**src/sv/tcf_pkg.sv**
```systemverilog
// ============================================================================
// tcf_pkg : shared constants, types and tables of the tilt filter
// Fixed widths, sequencing counts and the CORDIC arctangent table.
// ============================================================================
package tcf_pkg;

    // Calibration length and CORDIC depth
    localparam int CAL_SAMPLES  = 100;
    localparam int CAL_W        = 7;
    localparam int CORDIC_STEPS = 16;
    localparam int CRD_IDX_W    = $clog2(CORDIC_STEPS);

    // Square-root unit: 64-bit radicand, 32-bit root
    localparam int SQ_OP_W  = 64;
    localparam int ROOT_W   = 32;
    localparam int SQ_CNT_W = $clog2(ROOT_W);

    // CORDIC datapath widths
    localparam int CRD_W = 36;
    localparam int ANG_W = 25;

    // Shared multiplier widths
    localparam int MUL_A_W = 40;
    localparam int MUL_B_W = 26;
    localparam int MUL_P_W = MUL_A_W + MUL_B_W;

    // Floor division by CAL_SAMPLES: bias to positive, multiply by reciprocal
    localparam int  INC_BIAS   = 1 << 16;
    localparam int  UX_OFFSET  = CAL_SAMPLES * INC_BIAS;
    localparam int  RECIP_SH   = 31;
    localparam longint RECIP   = ((64'd1 << RECIP_SH) + CAL_SAMPLES - 1) / CAL_SAMPLES;

    // Configuration register indexes
    typedef enum logic [2:0] {
        CFG_FILTER_OMEGA = 3'd0,
        CFG_ANGLE_LIMIT  = 3'd1,
        CFG_ACCEL_Z_BIAS = 3'd2,
        CFG_GYRO_GAIN    = 3'd3,
        CFG_TICK_PERIOD  = 3'd4
    } cfg_idx_t;

    // atan(2^-i) in degrees, 16 fraction bits
    function automatic logic signed [ANG_W-1:0] atan_deg(input logic [4:0] i);
        logic signed [ANG_W-1:0] a;
        case (i)
            5'd0:    a = 25'sd2949120;
            5'd1:    a = 25'sd1740967;
            5'd2:    a = 25'sd919879;
            5'd3:    a = 25'sd466945;
            5'd4:    a = 25'sd234379;
            5'd5:    a = 25'sd117304;
            5'd6:    a = 25'sd58666;
            5'd7:    a = 25'sd29334;
            5'd8:    a = 25'sd14668;
            5'd9:    a = 25'sd7334;
            5'd10:   a = 25'sd3667;
            5'd11:   a = 25'sd1833;
            5'd12:   a = 25'sd917;
            5'd13:   a = 25'sd458;
            5'd14:   a = 25'sd229;
            5'd15:   a = 25'sd115;
            5'd16:   a = 25'sd57;
            5'd17:   a = 25'sd29;
            5'd18:   a = 25'sd14;
            5'd19:   a = 25'sd7;
            5'd20:   a = 25'sd4;
            5'd21:   a = 25'sd2;
            5'd22:   a = 25'sd1;
            default: a = 25'sd0;
        endcase
        return a;
    endfunction

endpackage

```
**src/sv/tcf_mul.sv**
```systemverilog
// ============================================================================
// tcf_mul : shared signed multiplier
// One registered signed product; the sequencer reuses it for every multiply.
// ============================================================================
module tcf_mul (
    input  logic                                 aclk,
    input  logic signed [tcf_pkg::MUL_A_W-1:0]   a,
    input  logic signed [tcf_pkg::MUL_B_W-1:0]   b,
    output logic signed [tcf_pkg::MUL_P_W-1:0]   p
);
    import tcf_pkg::*;

    // product register, valid in the cycle after the operands are applied
    always_ff @(posedge aclk) begin
        p <= MUL_P_W'(a) * MUL_P_W'(b);
    end

endmodule

```
**config.mk**
```make
export PLATFORM = sky130hd
export DESIGN_NAME = tcf_mul
export DESIGN_NICKNAME = d
export VERILOG_FILES = /design/src/sv/tcf_pkg.sv /design/src/sv/tcf_mul.sv
export SDC_FILE = /design/constraint.sdc
export NUM_CORES = 2
export LEC_CHECK = 0
export ABC_AREA = 1
export ABC_CLOCK_PERIOD_IN_PS = 8500
export BUFFER_PORTS_ARGS = -buffer_cell sky130_fd_sc_hd__buf_2
export CAP_MARGIN = 20
export CORE_AREA = 2 2 297 299
export CTS_BUF_LIST = sky130_fd_sc_hd__clkbuf_16
export DETAILED_ROUTE_END_ITERATION = 8
export DIE_AREA = 0 0 299 301
export GPL_TIMING_DRIVEN = 0
export HOLD_SLACK_MARGIN = 0.1
export PLACE_DENSITY_LB_ADDON = 0.12
export SLEW_MARGIN = 20
export SYNTH_ARGS = -nofsm -noshare
export SYNTH_HDL_FRONTEND = slang
export SYNTH_SLANG_ARGS = --single-unit
```
**constraint.sdc**
```tcl
create_clock -name aclk -period 8.5 [get_ports aclk]
set_input_delay 0 -clock aclk [delete_from_list [all_inputs] [get_ports aclk]]
set_output_delay 0 -clock aclk [all_outputs]
set_load 0.1 [all_outputs]
```
==> metrics <==
CP Data Required Time=8.70 ns; most frequent cells after synthesis=inv_1 (1677), nand2_1 (1571), fa_1 (1046), clkbuf_1 (222), ha_1 (174); initial antenna violation count=5; Synth Instances=5160; share of layout cells above drive strength 1=0.0387; most common cell in the netlist=inv_1; Post-Route WL=155000 um; min-delay src=a[0]; root cell of the clock tree=clkbuf_16; H-tree depth=3; Critical Path Start Type=primary input; largest net degree at the start of global routing=13; nets=6529; die area=90000 um^2; Via density=5.12; final-report hold violation count=0; CP top delay family=adder cells; Final GP Congestion=1.03; post-CTS sizing=0; Rel. slew slack=0.112; # Max-Cap Violations=0; drt pass-1 iters=7; First DRT Iteration DRCs=between 3000 and 4000; cell taking the most area after synthesis=fa_1; biggest regs=p (66); post-synth top area share=0.528; DRC Markers=0; synth-to-layout area growth=5.49%; DRT antenna net count=0; Post-synth EDFFs=0; setup TNS=0 ns; Async SR Flop Fraction=0; worst hold path class=primary input to flip-flop; Largest register FFs=66; core area=~86000 um^2; critical path class=primary input to flip-flop; Pins Over Slew Limit=0; GRT Total Usage=0.357; Initial Utilization=0.459; largest reg by FF count=p; Placed Area=41500 um^2; Yosys reg bits=66; Worst Path Arrival=7.82 ns; FMAX=around 0.13 GHz; Port Buffer Count=67; Hold WS=roughly 0.26 ns; CTS tree=built; Overflow after GRT=0; top_reg_cell synth=dfxtp_1; hold path cells=3; critical path peak fanout=10; Worst-path clk slew=0.05 ns; routed via count=32800; Avg WL per Cell=24.2 um; DIE HEIGHT=301 um; post-synthesis sequential area ratio=0.0333; crit path max-delay cell type=clkbuf_1; status=finished clean; first-pass GRT wire length=229000 um; Worst path max stage delay=0.91 ns; worst path bufs/invs=10; ranking of synthesized cells by area=fa_1 (53%), inv_1 (16%), nand2_1 (15%); vias in the first global route=approximately 35000; cell area after synthesis=39700 um^2; row count=about 110; cell mode on critical path=inv_1; post-CTS setup buffers=0; # IOs=133; worst-margin pin slew=1.33 ns; Final min period=7.62 ns; Avg Cell Area, Syn=7.69 um^2; final setup fails=0; endpoint class of the critical path=flip-flop; DPL Wire Length=130000 um; Setup crit start=a[16]; clk sinks=66; Min-Delay Endpoint=p[0]$_DFF_P_; design area=about 42000 um^2; Yosys cell types=28; cts hold-fix bufs=0; clock tree buffer depth=2; RSZ-0062 raised after global routing=no; syn nets=6447; Yosys warnings=0; Die W=299 um; TritonCTS Buffers=9; fin crit share=0.896
-- cells in the final DEF (no fill, tap or decap), drive strengths merged --
master,Yosys,final
a21oi,52,52
and2,3,3
and3,6,6
buf,2,73
bufinv,0,1
clkbuf,222,231
clkinv,1,6
clkinvlp,0,1
dfxtp,66,66
diode,0,3
fa,1046,1046
ha,174,174
inv,1678,1678
nand2,1597,1597
nand3,66,66
nand4,21,21
nor2,150,150
nor3,11,11
nor4,5,5
o21ai,7,7
o21bai,12,12
or2,9,9
xnor2,2,2
xor2,30,30
-- per-layer routing --
layer / track usage / vias to the layer above / share of wire / wire length, um
met5: 0 / - / 0 / 0
met4: 0.206 / 0 / 0.075 / 11600
met3: 0.0759 / 465 / 0.10 / 16000
met2: 0.573 / 1739 / 0.45 / 69900
met1: 0.448 / 16400 / 0.37 / 57600
li1: - / 14200 / - / -
-- final cells by class --
cell class | count | area, um^2
fill | 9026 | 44600
multi-input combinational | 3191 | 31200
inverter | 1679 | 6300
tap | 1155 | 1450
sequential | 66 | 1320
buffer | 224 | 880
timing repair buffer | 71 | 392
clock buffer | 9 | 225
clock inverter | 7 | 70.1
antenna | 3 | 7.51
-- metrics by stage --
stage | cells | util | setup slack (ns)
global route | 6404 | 0.484 | 0.732
CTS | 6399 | 0.483 | 0.953
finish | 6405 | 0.484 | 0.885
detailed placement | 6383 | 0.480 | 0.644
floorplan | 5160 | - | 2.58
global placement | 6382 | 0.480 | 0.583
-- how the worst max path moves through the flow --
stage	endpoint	cells after the start
3_3_place_gp	p[56]$_DFF_P_	28
4_1_cts	p[56]$_DFF_P_	28
5_1_grt	p[56]$_DFF_P_	28
3_5_place_dp	p[56]$_DFF_P_	28
6_report	p[56]$_DFF_P_	28
2_1_floorplan	p[65]$_DFF_P_	24
-- logic make-up (layout without fill, tap and decap cells) --
group	count (synthesis)	in the layout	synth area share
compound gates	71	71	0.00971
buf+inv	1903	1990	0.180
other cells	0	3	0
fa+ha+maj	1220	1220	0.582
simple gates	1868	1868	0.188
xor+xnor	32	32	0.00706
flops	66	66	0.0333
Power is not shown: default switching activity piles up to over one toggle a cycle in this logic, so the estimate is an artifact.
