[src/sv/tcf_pkg.sv]
// ============================================================================
// tcf_pkg : shared constants, types and tables of the tilt filter
// Fixed widths, sequencing counts and the CORDIC arctangent table.
// ============================================================================
package tcf_pkg;

    // Calibration length and CORDIC depth
    localparam int CAL_SAMPLES  = 100;
    localparam int CAL_W        = 7;
    localparam int CORDIC_STEPS = 16;
    localparam int CRD_IDX_W    = $clog2(CORDIC_STEPS);

    // Square-root unit: 64-bit radicand, 32-bit root
    localparam int SQ_OP_W  = 64;
    localparam int ROOT_W   = 32;
    localparam int SQ_CNT_W = $clog2(ROOT_W);

    // CORDIC datapath widths
    localparam int CRD_W = 36;
    localparam int ANG_W = 25;

    // Shared multiplier widths
    localparam int MUL_A_W = 40;
    localparam int MUL_B_W = 26;
    localparam int MUL_P_W = MUL_A_W + MUL_B_W;

    // Floor division by CAL_SAMPLES: bias to positive, multiply by reciprocal
    localparam int  INC_BIAS   = 1 << 16;
    localparam int  UX_OFFSET  = CAL_SAMPLES * INC_BIAS;
    localparam int  RECIP_SH   = 31;
    localparam longint RECIP   = ((64'd1 << RECIP_SH) + CAL_SAMPLES - 1) / CAL_SAMPLES;

    // Configuration register indexes
    typedef enum logic [2:0] {
        CFG_FILTER_OMEGA = 3'd0,
        CFG_ANGLE_LIMIT  = 3'd1,
        CFG_ACCEL_Z_BIAS = 3'd2,
        CFG_GYRO_GAIN    = 3'd3,
        CFG_TICK_PERIOD  = 3'd4
    } cfg_idx_t;

    // atan(2^-i) in degrees, 16 fraction bits
    function automatic logic signed [ANG_W-1:0] atan_deg(input logic [4:0] i);
        logic signed [ANG_W-1:0] a;
        case (i)
            5'd0:    a = 25'sd2949120;
            5'd1:    a = 25'sd1740967;
            5'd2:    a = 25'sd919879;
            5'd3:    a = 25'sd466945;
            5'd4:    a = 25'sd234379;
            5'd5:    a = 25'sd117304;
            5'd6:    a = 25'sd58666;
            5'd7:    a = 25'sd29334;
            5'd8:    a = 25'sd14668;
            5'd9:    a = 25'sd7334;
            5'd10:   a = 25'sd3667;
            5'd11:   a = 25'sd1833;
            5'd12:   a = 25'sd917;
            5'd13:   a = 25'sd458;
            5'd14:   a = 25'sd229;
            5'd15:   a = 25'sd115;
            5'd16:   a = 25'sd57;
            5'd17:   a = 25'sd29;
            5'd18:   a = 25'sd14;
            5'd19:   a = 25'sd7;
            5'd20:   a = 25'sd4;
            5'd21:   a = 25'sd2;
            5'd22:   a = 25'sd1;
            default: a = 25'sd0;
        endcase
        return a;
    endfunction

endpackage

[src/sv/tcf_cordic.sv]
// ============================================================================
// tcf_cordic : iterative CORDIC in vectoring mode
// Drives y to zero one micro-rotation per cycle and sums the angle in degrees.
// ============================================================================
module tcf_cordic (
    input  logic                               aclk,
    input  logic                               aresetn,
    input  logic                               start,
    input  logic signed [tcf_pkg::CRD_W-1:0]   x0,
    input  logic signed [tcf_pkg::CRD_W-1:0]   y0,
    output logic                               done,
    output logic signed [tcf_pkg::ANG_W-1:0]   z
);
    import tcf_pkg::*;

    logic                    busy_reg;
    logic                    done_reg;
    logic [CRD_IDX_W-1:0]    idx_reg;
    logic signed [CRD_W-1:0] x_reg;
    logic signed [CRD_W-1:0] y_reg;
    logic signed [ANG_W-1:0] z_reg;

    logic signed [CRD_W-1:0] xs;
    logic signed [CRD_W-1:0] ys;
    logic signed [ANG_W-1:0] ang;

    assign xs  = x_reg >>> idx_reg;
    assign ys  = y_reg >>> idx_reg;
    assign ang = atan_deg(5'(idx_reg));

    always_ff @(posedge aclk) begin
        if (!aresetn) begin
            busy_reg <= 1'b0;
            done_reg <= 1'b0;
            idx_reg  <= '0;
        end else begin
            done_reg <= 1'b0;
            if (start) begin
                x_reg   <= x0;
                y_reg   <= y0;
                z_reg   <= '0;
                idx_reg <= '0;
                // origin vector: angle is zero, finish at once
                if (x0 == '0 && y0 == '0) begin
                    busy_reg <= 1'b0;
                    done_reg <= 1'b1;
                end else begin
                    busy_reg <= 1'b1;
                end
            end else if (busy_reg) begin
                if (!y_reg[CRD_W-1]) begin
                    x_reg <= x_reg + ys;
                    y_reg <= y_reg - xs;
                    z_reg <= z_reg + ang;
                end else begin
                    x_reg <= x_reg - ys;
                    y_reg <= y_reg + xs;
                    z_reg <= z_reg - ang;
                end
                idx_reg <= idx_reg + 1'b1;
                if (idx_reg == CRD_IDX_W'(CORDIC_STEPS-1)) begin
                    busy_reg <= 1'b0;
                    done_reg <= 1'b1;
                end
            end
        end
    end

    assign done = done_reg;
    assign z    = z_reg;

endmodule

[config.mk]
export PLATFORM = sky130hd
export DESIGN_NAME = tcf_cordic
export DESIGN_NICKNAME = d
export VERILOG_FILES = /design/src/sv/tcf_pkg.sv /design/src/sv/tcf_cordic.sv
export SDC_FILE = /design/constraint.sdc
export NUM_CORES = 1
export LEC_CHECK = 0
export ABC_AREA = 1
export BUFFER_PORTS_ARGS = -buffer_cell sky130_fd_sc_hd__clkbuf_2
export CORE_ASPECT_RATIO = 1.25
export CORE_UTILIZATION = 60
export DETAILED_ROUTE_END_ITERATION = 10
export GPL_ROUTABILITY_DRIVEN = 0
export HOLD_SLACK_MARGIN = 0.08
export PLACE_DENSITY_LB_ADDON = 0.2
export SETUP_SLACK_MARGIN = 0.02
export SLEW_MARGIN = 15
export SYNTH_ARGS = -nofsm -noshare
export SYNTH_HDL_FRONTEND = slang
export SYNTH_SLANG_ARGS = --single-unit
[constraint.sdc]
create_clock -name aclk -period 20 [get_ports aclk]
set_input_delay 2 -clock aclk [delete_from_list [all_inputs] [get_ports aclk]]
set_output_delay 2 -clock aclk [all_outputs]
set_load 0.01 [all_outputs]
==> reports/metrics.yaml <==
fmax_mhz: 157
synth.distinct_cells: 54
grt_max_degree: 74
area_delta_synth_final_pct: 6.63
drc: 0
postCtsHoldBufs: 0
cellPowerDensity_mw_per_mm2: 93.7
ir_drop_v: 0.0000589
final-max-slew-violation-count: 0
cp_num_buf_inv: 5
fin_cells: 3086
via_per_inst: 6.05
cts_htree_levels: 4
grt_pass1_wl_mm: 82.2
ys_ff_latch: 125
antenna_found_initial: 0
placed_cells: 3054
syn_inst: 2692
slew_headroom: 0.301
cts_sinks: 125
min_period_over_period: 0.319
finalNetCount: 2911
drive_gt1_frac: 0.0883
vias: 18700
fin_skew_ns: 0.0114
hold_viol_final: 0
crit_path_start_kind: "flip-flop"
cts_resized: 0
critical_path_class: "flip-flop to flip-flop"
fillCellCount: 2526
ios: 101
finalWorstPathRequiredPeriod_ns: 6.38
root_buffer: "clkbuf_16"
num_rows: 67
dr.pass1.iters: 9
globalRoute.totalOverflow: 0
die-area_mm2: 0.0280
hold_class: "flip-flop to flip-flop"
ys_seq_area_frac: 0.212
die_y_um: 187
p_leak_nw: 8.28
core_region_area_mm2: 0.0268
grt_usage: 0.369
worstMarginPinSlew_ns: 1.04
crit_path_top_delay_cell: "clkinv_2"
async_flop_share: 0
cts_buffer_depth: 2
slowest_delay_ns: 0.97
diodes: 0
place.detailed.hpwl_mm: 40.4
wl_mm: 52.2
port_buffers: 100
post_cts_buffers: 0
outcome: "completed"
critPathRequiredTime_ns: 20.16
numCtsBuffers: 17
cp-end-kind: "flip-flop"
die-width_um: 150
grt_pass1_vias: 16900
initial_utilization: 0.612
grt_setup_unrepaired: "no"
clock_latency_ns: 0.45
syn_area_per_cell_um2: 6.10
arrival_ns: 6.53
path_max_fanout: 73
route.antenna.remaining_nets: 0
synth_warnings: 0
setup_viol: 0
syn_nets: 2875
clk_pin_slew_ns: 0.06
maxCapViolCount: 0
cts_tree: "built"
crit_family: "simple AND/OR/NAND/NOR gates"
ys.flop_type: "edfxtp_1"
synth-edff-count: 97
routedWlPerCell_um: 16.9
timing.critical_path.mode_cell: "nand2_1"
drt-initial-drc-count: 1841
netlist_area_mm2: 0.0164
fin_setup_tns_ns: 0
[path summary, 6_finish.rpt]
kind | startpoint | endpoint | slack (ns) | depth (start not counted)
worst max register to register | idx_reg[2] | y_reg[34] | 13.62 | 28
worst min-delay path | busy_reg | done | 0.56 | 2
worst max-delay path | idx_reg[2] | y_reg[34] | 13.62 | 28
worst min register to register | busy_reg | done | 0.56 | 2
[cells in the final DEF (no fill, tap or decap), types with 8 or more instances in the layout]
cell       count
nand2_2       14
xor2_1        49
nand3_1      454
o21a_1        11
or2_2         37
a31oi_1       21
buf_4         12
inv_2         12
ha_1         105
o21ai_1       17
o21ai_2        8
nor3_1        20
o221ai_1       9
nand4_1       28
clkbuf_16     19
o21ai_0      150
inv_1        241
nand2_1      762
nor4_1        21
dfxtp_1       24
nor2_2        12
o21bai_1      10
edfxtp_1      97
a21boi_0       8
nor2_1       243
clkbuf_2     100
xnor2_1       40
a21oi_1      146
[power by group]
part / switching, mW / internal [mW] / total [mW]
Clock: 0.126 / 0.179 / 0.305
Sequential: 0.0452 / 0.332 / 0.378
Combinational: 0.621 / 0.336 / 0.956
Total: 0.792 / 0.847 / 1.64
[per-layer routing]
metal  global-route usage  wire length [um]  up-vias
li1                     -                 -     9165
met1                0.439             20500     8359
met2                0.606             24000      898
met3               0.0524              3700      237
met4                0.257              4020        0
met5                    0                 0        -
[final cells by class]
class	count	area, um^2	area share
inverters	257	971	0.0555
multi-input cells	2215	11500	0.656
repair buffers	112	591	0.0337
well taps	345	432	0.0247
clock buffers	27	526	0.0300
clock inverters	5	27.5	0.00157
flip-flops and latches	125	3480	0.199
[cells in the mapped netlist, types with 9 or more instances]
cell	number	share of area
dfxtp_1	28	0.034
buf_2	36	0.011
nand4_1	28	0.011
o221ai_1	9	0.0048
xnor2_1	40	0.021
nand2_2	14	0.0053
buf_6	14	0.0096
a21oi_1	147	0.045
o21bai_1	10	0.0046
nand3_1	454	0.14
xor2_1	49	0.026
nor4_1	22	0.0084
nand2_1	762	0.17
o21ai_0	150	0.046
or2_2	37	0.014
inv_2	10	0.0023
o21ai_1	17	0.0052
ha_1	105	0.080
nor2_2	12	0.0046
nor3_1	20	0.0061
nor2_1	243	0.056
clkbuf_1	38	0.0087
inv_1	244	0.056
edfxtp_1	97	0.18
o21a_1	11	0.0050
a31oi_1	21	0.0080
[worst min-delay path, stage by stage (launching register included)]
cell,delay (ns)
dfxtp_1,0.36
nand3_1,0.10
a21oi_1,0.06
[per-stage QoR]
step / hold slack, ns / utilization / instance area [um^2] / power, mW / worst slack [ns]
final: 0.562 / 0.652 / 17500 / 1.64 / 13.62
after global routing: 0.602 / 0.652 / 17500 / 1.76 / 13.21
after CTS: 0.562 / 0.652 / 17500 / 1.62 / 14.26
after detailed placement: 0.551 / 0.632 / 16900 / 1.30 / 14.32
after global placement: 0.546 / 0.632 / 16900 / 1.29 / 14.40
after floorplan: 0.517 / - / 16400 / 1.08 / 12.16
[cell families after synthesis]
kind of cell,after synthesis,share of synthesized area
flops,125,0.212
simple gates,1613,0.429
fa+ha+maj,108,0.0837
xor+xnor,89,0.0475
compound gates,405,0.137
buf+inv,352,0.0902
(Power assumes the default switching activity.)
