===== src/sv/tcf_pkg.sv =====
// ============================================================================
// tcf_pkg : shared constants, types and tables of the tilt filter
// Fixed widths, sequencing counts and the CORDIC arctangent table.
// ============================================================================
package tcf_pkg;

    // Calibration length and CORDIC depth
    localparam int CAL_SAMPLES  = 100;
    localparam int CAL_W        = 7;
    localparam int CORDIC_STEPS = 16;
    localparam int CRD_IDX_W    = $clog2(CORDIC_STEPS);

    // Square-root unit: 64-bit radicand, 32-bit root
    localparam int SQ_OP_W  = 64;
    localparam int ROOT_W   = 32;
    localparam int SQ_CNT_W = $clog2(ROOT_W);

    // CORDIC datapath widths
    localparam int CRD_W = 36;
    localparam int ANG_W = 25;

    // Shared multiplier widths
    localparam int MUL_A_W = 40;
    localparam int MUL_B_W = 26;
    localparam int MUL_P_W = MUL_A_W + MUL_B_W;

    // Floor division by CAL_SAMPLES: bias to positive, multiply by reciprocal
    localparam int  INC_BIAS   = 1 << 16;
    localparam int  UX_OFFSET  = CAL_SAMPLES * INC_BIAS;
    localparam int  RECIP_SH   = 31;
    localparam longint RECIP   = ((64'd1 << RECIP_SH) + CAL_SAMPLES - 1) / CAL_SAMPLES;

    // Configuration register indexes
    typedef enum logic [2:0] {
        CFG_FILTER_OMEGA = 3'd0,
        CFG_ANGLE_LIMIT  = 3'd1,
        CFG_ACCEL_Z_BIAS = 3'd2,
        CFG_GYRO_GAIN    = 3'd3,
        CFG_TICK_PERIOD  = 3'd4
    } cfg_idx_t;

    // atan(2^-i) in degrees, 16 fraction bits
    function automatic logic signed [ANG_W-1:0] atan_deg(input logic [4:0] i);
        logic signed [ANG_W-1:0] a;
        case (i)
            5'd0:    a = 25'sd2949120;
            5'd1:    a = 25'sd1740967;
            5'd2:    a = 25'sd919879;
            5'd3:    a = 25'sd466945;
            5'd4:    a = 25'sd234379;
            5'd5:    a = 25'sd117304;
            5'd6:    a = 25'sd58666;
            5'd7:    a = 25'sd29334;
            5'd8:    a = 25'sd14668;
            5'd9:    a = 25'sd7334;
            5'd10:   a = 25'sd3667;
            5'd11:   a = 25'sd1833;
            5'd12:   a = 25'sd917;
            5'd13:   a = 25'sd458;
            5'd14:   a = 25'sd229;
            5'd15:   a = 25'sd115;
            5'd16:   a = 25'sd57;
            5'd17:   a = 25'sd29;
            5'd18:   a = 25'sd14;
            5'd19:   a = 25'sd7;
            5'd20:   a = 25'sd4;
            5'd21:   a = 25'sd2;
            5'd22:   a = 25'sd1;
            default: a = 25'sd0;
        endcase
        return a;
    endfunction

endpackage


===== src/sv/tcf_isqrt.sv =====
// ============================================================================
// tcf_isqrt : iterative integer square root
// Restoring digit-by-digit root, one result bit per cycle, floor result.
// ============================================================================
module tcf_isqrt (
    input  logic                          aclk,
    input  logic                          aresetn,
    input  logic                          start,
    input  logic [tcf_pkg::SQ_OP_W-1:0]   op,
    output logic                          done,
    output logic [tcf_pkg::ROOT_W-1:0]    root
);
    import tcf_pkg::*;

    logic                busy_reg;
    logic                done_reg;
    logic [SQ_CNT_W-1:0] cnt_reg;
    logic [SQ_OP_W-1:0]  op_reg;
    logic [ROOT_W+2:0]   rem_reg;
    logic [ROOT_W-1:0]   root_reg;

    logic [ROOT_W+2:0]   rem_sh;
    logic [ROOT_W+2:0]   trial;
    logic                fits;

    // next two radicand bits against the trial value
    assign rem_sh = {rem_reg[ROOT_W:0], op_reg[SQ_OP_W-1 -: 2]};
    assign trial  = {1'b0, root_reg, 2'b01};
    assign fits   = (rem_sh >= trial);

    always_ff @(posedge aclk) begin
        if (!aresetn) begin
            busy_reg <= 1'b0;
            done_reg <= 1'b0;
            cnt_reg  <= '0;
        end else begin
            done_reg <= 1'b0;
            if (start) begin
                busy_reg <= 1'b1;
                cnt_reg  <= '0;
                op_reg   <= op;
                rem_reg  <= '0;
                root_reg <= '0;
            end else if (busy_reg) begin
                op_reg   <= {op_reg[SQ_OP_W-3:0], 2'b00};
                rem_reg  <= fits ? (rem_sh - trial) : rem_sh;
                root_reg <= {root_reg[ROOT_W-2:0], fits};
                cnt_reg  <= cnt_reg + 1'b1;
                if (cnt_reg == SQ_CNT_W'(ROOT_W-1)) begin
                    busy_reg <= 1'b0;
                    done_reg <= 1'b1;
                end
            end
        end
    end

    assign done = done_reg;
    assign root = root_reg;

endmodule


===== config.mk =====
export PLATFORM = sky130hd
export DESIGN_NAME = tcf_isqrt
export DESIGN_NICKNAME = d
export VERILOG_FILES = /design/src/sv/tcf_pkg.sv /design/src/sv/tcf_isqrt.sv
export SDC_FILE = /design/constraint.sdc
export NUM_CORES = 1
export LEC_CHECK = 0
export BUFFER_PORTS_ARGS = -buffer_cell sky130_fd_sc_hd__clkbuf_2
export CAP_MARGIN = 20
export CORE_MARGIN = 4
export CORE_UTILIZATION = 47
export CTS_BUF_LIST = sky130_fd_sc_hd__clkbuf_8
export CTS_CLUSTER_DIAMETER = 60
export DETAILED_ROUTE_END_ITERATION = 6
export GPL_ROUTABILITY_DRIVEN = 0
export PLACE_DENSITY = 0.67
export SKIP_CTS_REPAIR_TIMING = 1
export SLEW_MARGIN = 20
export SYNTH_ARGS = -nofsm -noshare
export SYNTH_HDL_FRONTEND = slang
export SYNTH_SLANG_ARGS = --single-unit

===== constraint.sdc =====
create_clock -name aclk -period 4.95 [get_ports aclk]
set_clock_uncertainty 0.1 [all_clocks]
set_input_delay 0.2475 -clock aclk [delete_from_list [all_inputs] [get_ports aclk]]
set_output_delay 0.2475 -clock aclk [all_outputs]
set_load 0.03 [all_outputs]

==> qor.csv, run 1 <==
metric,value,unit
Die X,133.5,µm
largest net degree at the start of global routing,75,
crit path cell chain,"ha_1, and3_1, nand3_1, nor2_1, nand3_1, nand2_1, a211o_1, buf_4, mux2i_1, nor2_1",
Yosys top cell area share,52.31,%
nets@finish,887,
leak pwr,3.841,nW
top post-synthesis cells by area,"edfxtp_1 (52%), mux2_2 (9.4%), ha_1 (6.1%)",
max_cap viols,0,
IO Port Bufs,99,
setup tns final,0,ns
final instance count without filler cells,1008,
initial core utilization,48.35,%
DRT Pass-1 Iters,7,
most numerous cell in the Yosys netlist,edfxtp_1,
"EDFF count, synth",129,
initial antenna violation count,0,
CORE AREA,15310,µm²
Top delay family on crit path,simple AND/OR/NAND/NOR gates,
CTS buffer count,17,
routed wl met3,874,µm
Slew HR,40.32,%
Worst-path clk slew,0.08,ns
top-level port count,100,
syn_nets,732,
WL met2,7.650,mm
Layout area overhead,23.50,%
Netlist cell types,47,
WL final,15.78,mm
worst skew pair latency,0.44,ns
CP Data Arrival Time,3.52,ns
failing checks,DRC,
worst hold slack,0.01913,ns
minimum clock period,3.455,ns
Startpoint Class,flop,
Die H,133.5,µm
H-tree Lvls,4,
Die Area,17830,µm²
Routed WL per cell,15.65,µm
synth cell count leaders,"edfxtp_1 (129), nor2_1 (88), mux2_2 (62), inv_1 (39), ha_1 (36)",
Final Hold Fails,0,
crit path max fanout,17,
clock root buffer,clkbuf_8,
RSZ-0062 raised after global routing,no,
Setup crit end kind,flop,
Routed met1 length,7.076,mm
initial drt markers,286,
ys async rst share,0,%
num rows,45,
crit share post-route,69.80,%
first-pass GRT wire length,24.29,mm
post-synthesis sequential area ratio,54.21,%
Sink Count,136,
Power Dens Cells,348.6,nW/µm²
post-synthesis cell count,629,
Least-Margin Pin Slew,0.8951,ns
Largest register FFs,64,
fin util,59.71,%
CP Class,reg2reg,
status,"finished, violations left",
vias,5282,
CTS tree,yes,
post-synthesis cell area,7405,µm²
number of synthesized register bits,136,
fmax,289.4,MHz
Total Routing Usage GR,16.89,%
placed cells,915,
yosys warns,0,
CP required,5.01,ns
ys flop type,edfxtp_1,
Overflow after GRT,0,
Synth area leader,edfxtp_1,
Final setup viols,0,
DP HPWL,10.35,mm
DRC,3,
ANT nets after route,0,
vias in the first global route,5083,
Critical Path Slowest Stage Cell,a211o_1,
fin. max-slew vios,0,
CP Buf/Inv Count,1,
Critical Path Max Stage Delay,0.57,ns
average size of a mapped cell,11.77,µm²
clk buf depth,2,
VDD IR max,0.0003202,V
Antenna Cells,0,
share of cells above drive strength 1,25.22,%
Via density,5.240,
Worst Hold Class,in2reg,
Highest Signal Layer,met4,
area by class of cell:
type	count	area, µm²
fillers	1265	6170
flip-flops and latches	136	4014
multi-input cells	425	3113
repair buffers	165	1146
well taps	211	264.0
clock buffers	19	261.5
clock inverters	13	200.2
inverters	39	146.4
final timing paths:
check | startpoint | endpoint | slack, ns | depth (start not counted)
min reg2reg | cnt_reg[3] | cnt_reg[3] | 0.41 | 2
max | rem_reg[21] | rem_reg[25] | 1.49 | 10
min | op[7] | op_reg[7] | 0.02 | 2
max reg2reg | rem_reg[21] | rem_reg[25] | 1.49 | 10
worst register-to-register path, stage by stage (launching register included):
cell      delay [ns]
edfxtp_1        0.43
ha_1            0.44
and3_1          0.27
nand3_1         0.16
nor2_1          0.24
nand3_1         0.14
nand2_1         0.17
a211o_1         0.57
buf_4           0.36
mux2i_1         0.25
nor2_1          0.07
stage by stage:
| stage | area, µm² | setup slack (ns) | power, mW |
|---|---|---|---|
| after global routing | 9145 | 1.237 | 3.350 |
| after detailed placement | 8073 | 1.528 | 2.103 |
| after global placement | 8073 | 1.659 | 2.086 |
| after CTS | 8534 | 1.493 | 3.166 |
| after floorplan | 7405 | 0.7061 | 1.960 |
| final | 9145 | 1.495 | 3.188 |
where the power goes:
group / switching (mW) / internal [mW]
combinational: 0.395 / 0.317
clock: 0.440 / 0.625
sequential: 0.0388 / 1.37
total: 0.874 / 2.31
cells by family (layout without fill, tap and decap cells):
family          Yosys count  after routing  share of synthesized area [%]
xor+xnor                 31             31                          3.667
compound gates          110            110                          9.851
mux                      86             86                          12.67
buf+inv                  68            236                          3.852
fa+ha+maj                36             36                          6.083
flops                   136            136                          54.21
simple gates            162            162                          9.665
placed cells by master (no fill, tap or decap), types with 19 or more instances in the layout:
| cell | instances |
|---|---|
| inv_1 | 42 |
| mux2_2 | 62 |
| a21oi_1 | 33 |
| nor2_1 | 88 |
| xnor2_1 | 19 |
| clkbuf_8 | 19 |
| mux2i_1 | 24 |
| ha_1 | 36 |
| edfxtp_1 | 129 |
| dlygate4sd3_1 | 61 |
| nand2_1 | 23 |
| clkbuf_2 | 98 |
per-layer routing:
| metal | track usage (%) | up-vias |
|---|---|---|
| li1 | - | 2610 |
| met1 | 21.54 | 2528 |
| met2 | 26.21 | 129 |
| met3 | 7.289 | 15 |
| met4 | 5.200 | 0 |
| met5 | 0 | - |
Note: power is estimated with default switching activity, not from simulation.
==> run 2, diff against run 1 <==
==> constraint.sdc (replaced) <==
create_clock -name aclk -period 3.5 [get_ports aclk]
set_clock_uncertainty 0.1 [all_clocks]
set_input_delay 0.175 -clock aclk [delete_from_list [all_inputs] [get_ports aclk]]
set_output_delay 0.175 -clock aclk [all_outputs]
set_load 0.03 [all_outputs]
==> run 2 against run 1 <==
Compared with the run above: the run now ends clean; combinational power up 45%; register-to-register slack worse by 1.0 ns; via count up 0.36%; cell count up 0.40%; fmax up 13%; sequential power up 41%; routed wire length up 2.2%; power up 36%; hold slack worse by 0.0060 ns.
==> qor.csv, run 2 (same netlist as run 1, synthesis figures left out) <==
metric,value,unit,change
status,"finished, final reports clean",,"was finished, violations left"
nets@finish,891,,was 887
H-tree Lvls,4,,unchanged
Via density,5.238,,was 5.240
IO Port Bufs,99,,unchanged
DP HPWL,10.32,mm,was 10.35 mm
clock root buffer,clkbuf_8,,unchanged
Final Hold Fails,0,,unchanged
CTS tree,yes,,unchanged
Layout area overhead,23.49,%,was 23.50%
flop2flop setup slack,0.45,ns,was 1.49 ns
CP Data Arrival Time,3.13,ns,was 3.52 ns
Die H,133.5,µm,unchanged
Sink Count,136,,unchanged
Final setup viols,0,,unchanged
initial drt markers,361,,was 286
DRT Pass-1 Iters,6,,was 7
top-level port count,100,,unchanged
fmax,328.0,MHz,was 289.4 MHz
Worst Hold Class,in2reg,,unchanged
initial core utilization,48.35,%,unchanged
worst skew pair latency,0.45,ns,was 0.44 ns
fin. max-slew vios,0,,unchanged
RSZ-0062 raised after global routing,no,,unchanged
Slew HR,57.67,%,was 40.32%
first-pass GRT wire length,24.55,mm,was 24.29 mm
clk buf depth,2,,unchanged
Die X,133.5,µm,unchanged
DRC,0,,was 3
placed cells,916,,was 915
minimum clock period,3.048,ns,was 3.455 ns
Startpoint Class,flop,,unchanged
Total Routing Usage GR,17.07,%,was 16.89%
worst hold slack,0.01314,ns,was 0.01913 ns
Least-Margin Pin Slew,0.6349,ns,was 0.8951 ns
final instance count without filler cells,1012,,was 1008
Largest register FFs,64,,unchanged
max_cap viols,0,,unchanged
vias in the first global route,5113,,was 5083
share of cells above drive strength 1,25.09,%,was 25.22%
vias,5301,,was 5282
CP Class,reg2reg,,unchanged
Setup crit end kind,flop,,unchanged
worst r2r src,root[0],,was rem_reg[21]
crit share post-route,87.10,%,was 69.80%
endpoint of the worst hold path,done,,was op_reg[7]
R2R cell count,11,,was 10
Hold Crit Start,aresetn,,was op[7]
fin util,59.71,%,about the same
largest net degree at the start of global routing,131,,was 75
initial antenna violation count,0,,unchanged
ANT nets after route,0,,unchanged
WL final,16.13,mm,was 15.78 mm
CORE AREA,15310,µm²,unchanged
"most common cell after layout, fill and taps aside",edfxtp_1,,unchanged
crit path max fanout,16,,was 17
Hold Crit Depth,3,,was 2
Worst-path clk slew,0.08,ns,about the same
Routed WL per cell,15.93,µm,was 15.65 µm
num rows,45,,unchanged
leak pwr,3.829,nW,was 3.841 nW
Tot Pwr,4.349,mW,was 3.188 mW
Die Area,17830,µm²,unchanged
Critical R2R Capture,rem_reg[11],,was rem_reg[25]
Power Dens Cells,475.6,nW/µm²,was 348.6 nW/µm²
Antenna Cells,0,,unchanged
most frequent cells in the layout,"edfxtp_1 (129), clkbuf_2 (98), nor2_1 (88), dlygate4sd3_1 (64), mux2_2 (62)",,"was edfxtp_1 (129), clkbuf_2 (98), nor2_1 (88), mux2_2 (62), dlygate4sd3_1 (61)"
CP required,3.58,ns,was 5.01 ns
VDD IR max,0.0002738,V,was 0.0003202 V
Overflow after GRT,0,,unchanged
setup tns final,0,ns,unchanged
CTS buffer count,17,,unchanged
==> run 2: cell types whose count changed in the layout (fill, tap and decap cells not counted), sizes merged <==
cell and change:
clkbuf -2, inv -1, bufinv -2, clkinv +2, clkinvlp +3, dlygate4sd3 +3, buf +1
==> run 2: worst max path at each step <==
stage,slack (ns),endpoint,startpoint,cells past startpoint
floorplan,0.53,rem_reg[18],root[3],11
global placement,0.53,rem_reg[20],root[0],11
detailed placement,0.45,rem_reg[21],root[0],11
CTS,0.39,rem_reg[8],root[0],11
global route,0.25,rem_reg[20],root[1],11
finish,0.45,rem_reg[11],root[0],11
==> run 2: final cells by class <==
type / count / area, µm²
fillers: 1263 / 6171
flip-flops and latches: 136 / 4014
multi-input cells: 425 / 3113
repair buffers: 169 / 1209
well taps: 211 / 264.0
clock buffers: 17 / 234.0
clock inverters: 15 / 163.9
inverters: 39 / 146.4
==> run 2: metal layers <==
| layer | GRT usage [%] | routed length, µm | vias up |
|---|---|---|---|
| met3 | 6.420 | 752 | 20 |
| met1 | 21.99 | 7221 | 2527 |
| met5 | 0 | 0 | - |
| met2 | 26.55 | 7861 | 132 |
| met4 | 6.057 | 289 | 0 |
| li1 | - | - | 2622 |
==> run 2: stage by stage <==
step | setup WS [ns] | instance area (µm²)
2_1_floorplan | 0.5323 | 7406
3_3_place_gp | 0.5262 | 8105
3_5_place_dp | 0.4529 | 8105
4_1_cts | 0.3879 | 8503
5_1_grt | 0.2541 | 9144
6_report | 0.4517 | 9144
==> run 2: worst max-delay path, cell delays in order, from the launching register on <==
cell	delay (ns)
edfxtp_1	0.38
inv_1	0.08
ha_1	0.38
o211ai_1	0.14
o211ai_2	0.27
nand3_1	0.16
a211o_1	0.34
a211oi_2	0.19
a211o_1	0.16
buf_4	0.26
mux2i_1	0.25
nor2_1	0.06
==> run 2: report_power, final <==
part	leakage [nW]	internal (mW)	switching (mW)
Clock	0.207	0.694	0.635
Combinational	2.32	0.456	0.570
Sequential	1.30	1.94	0.0532
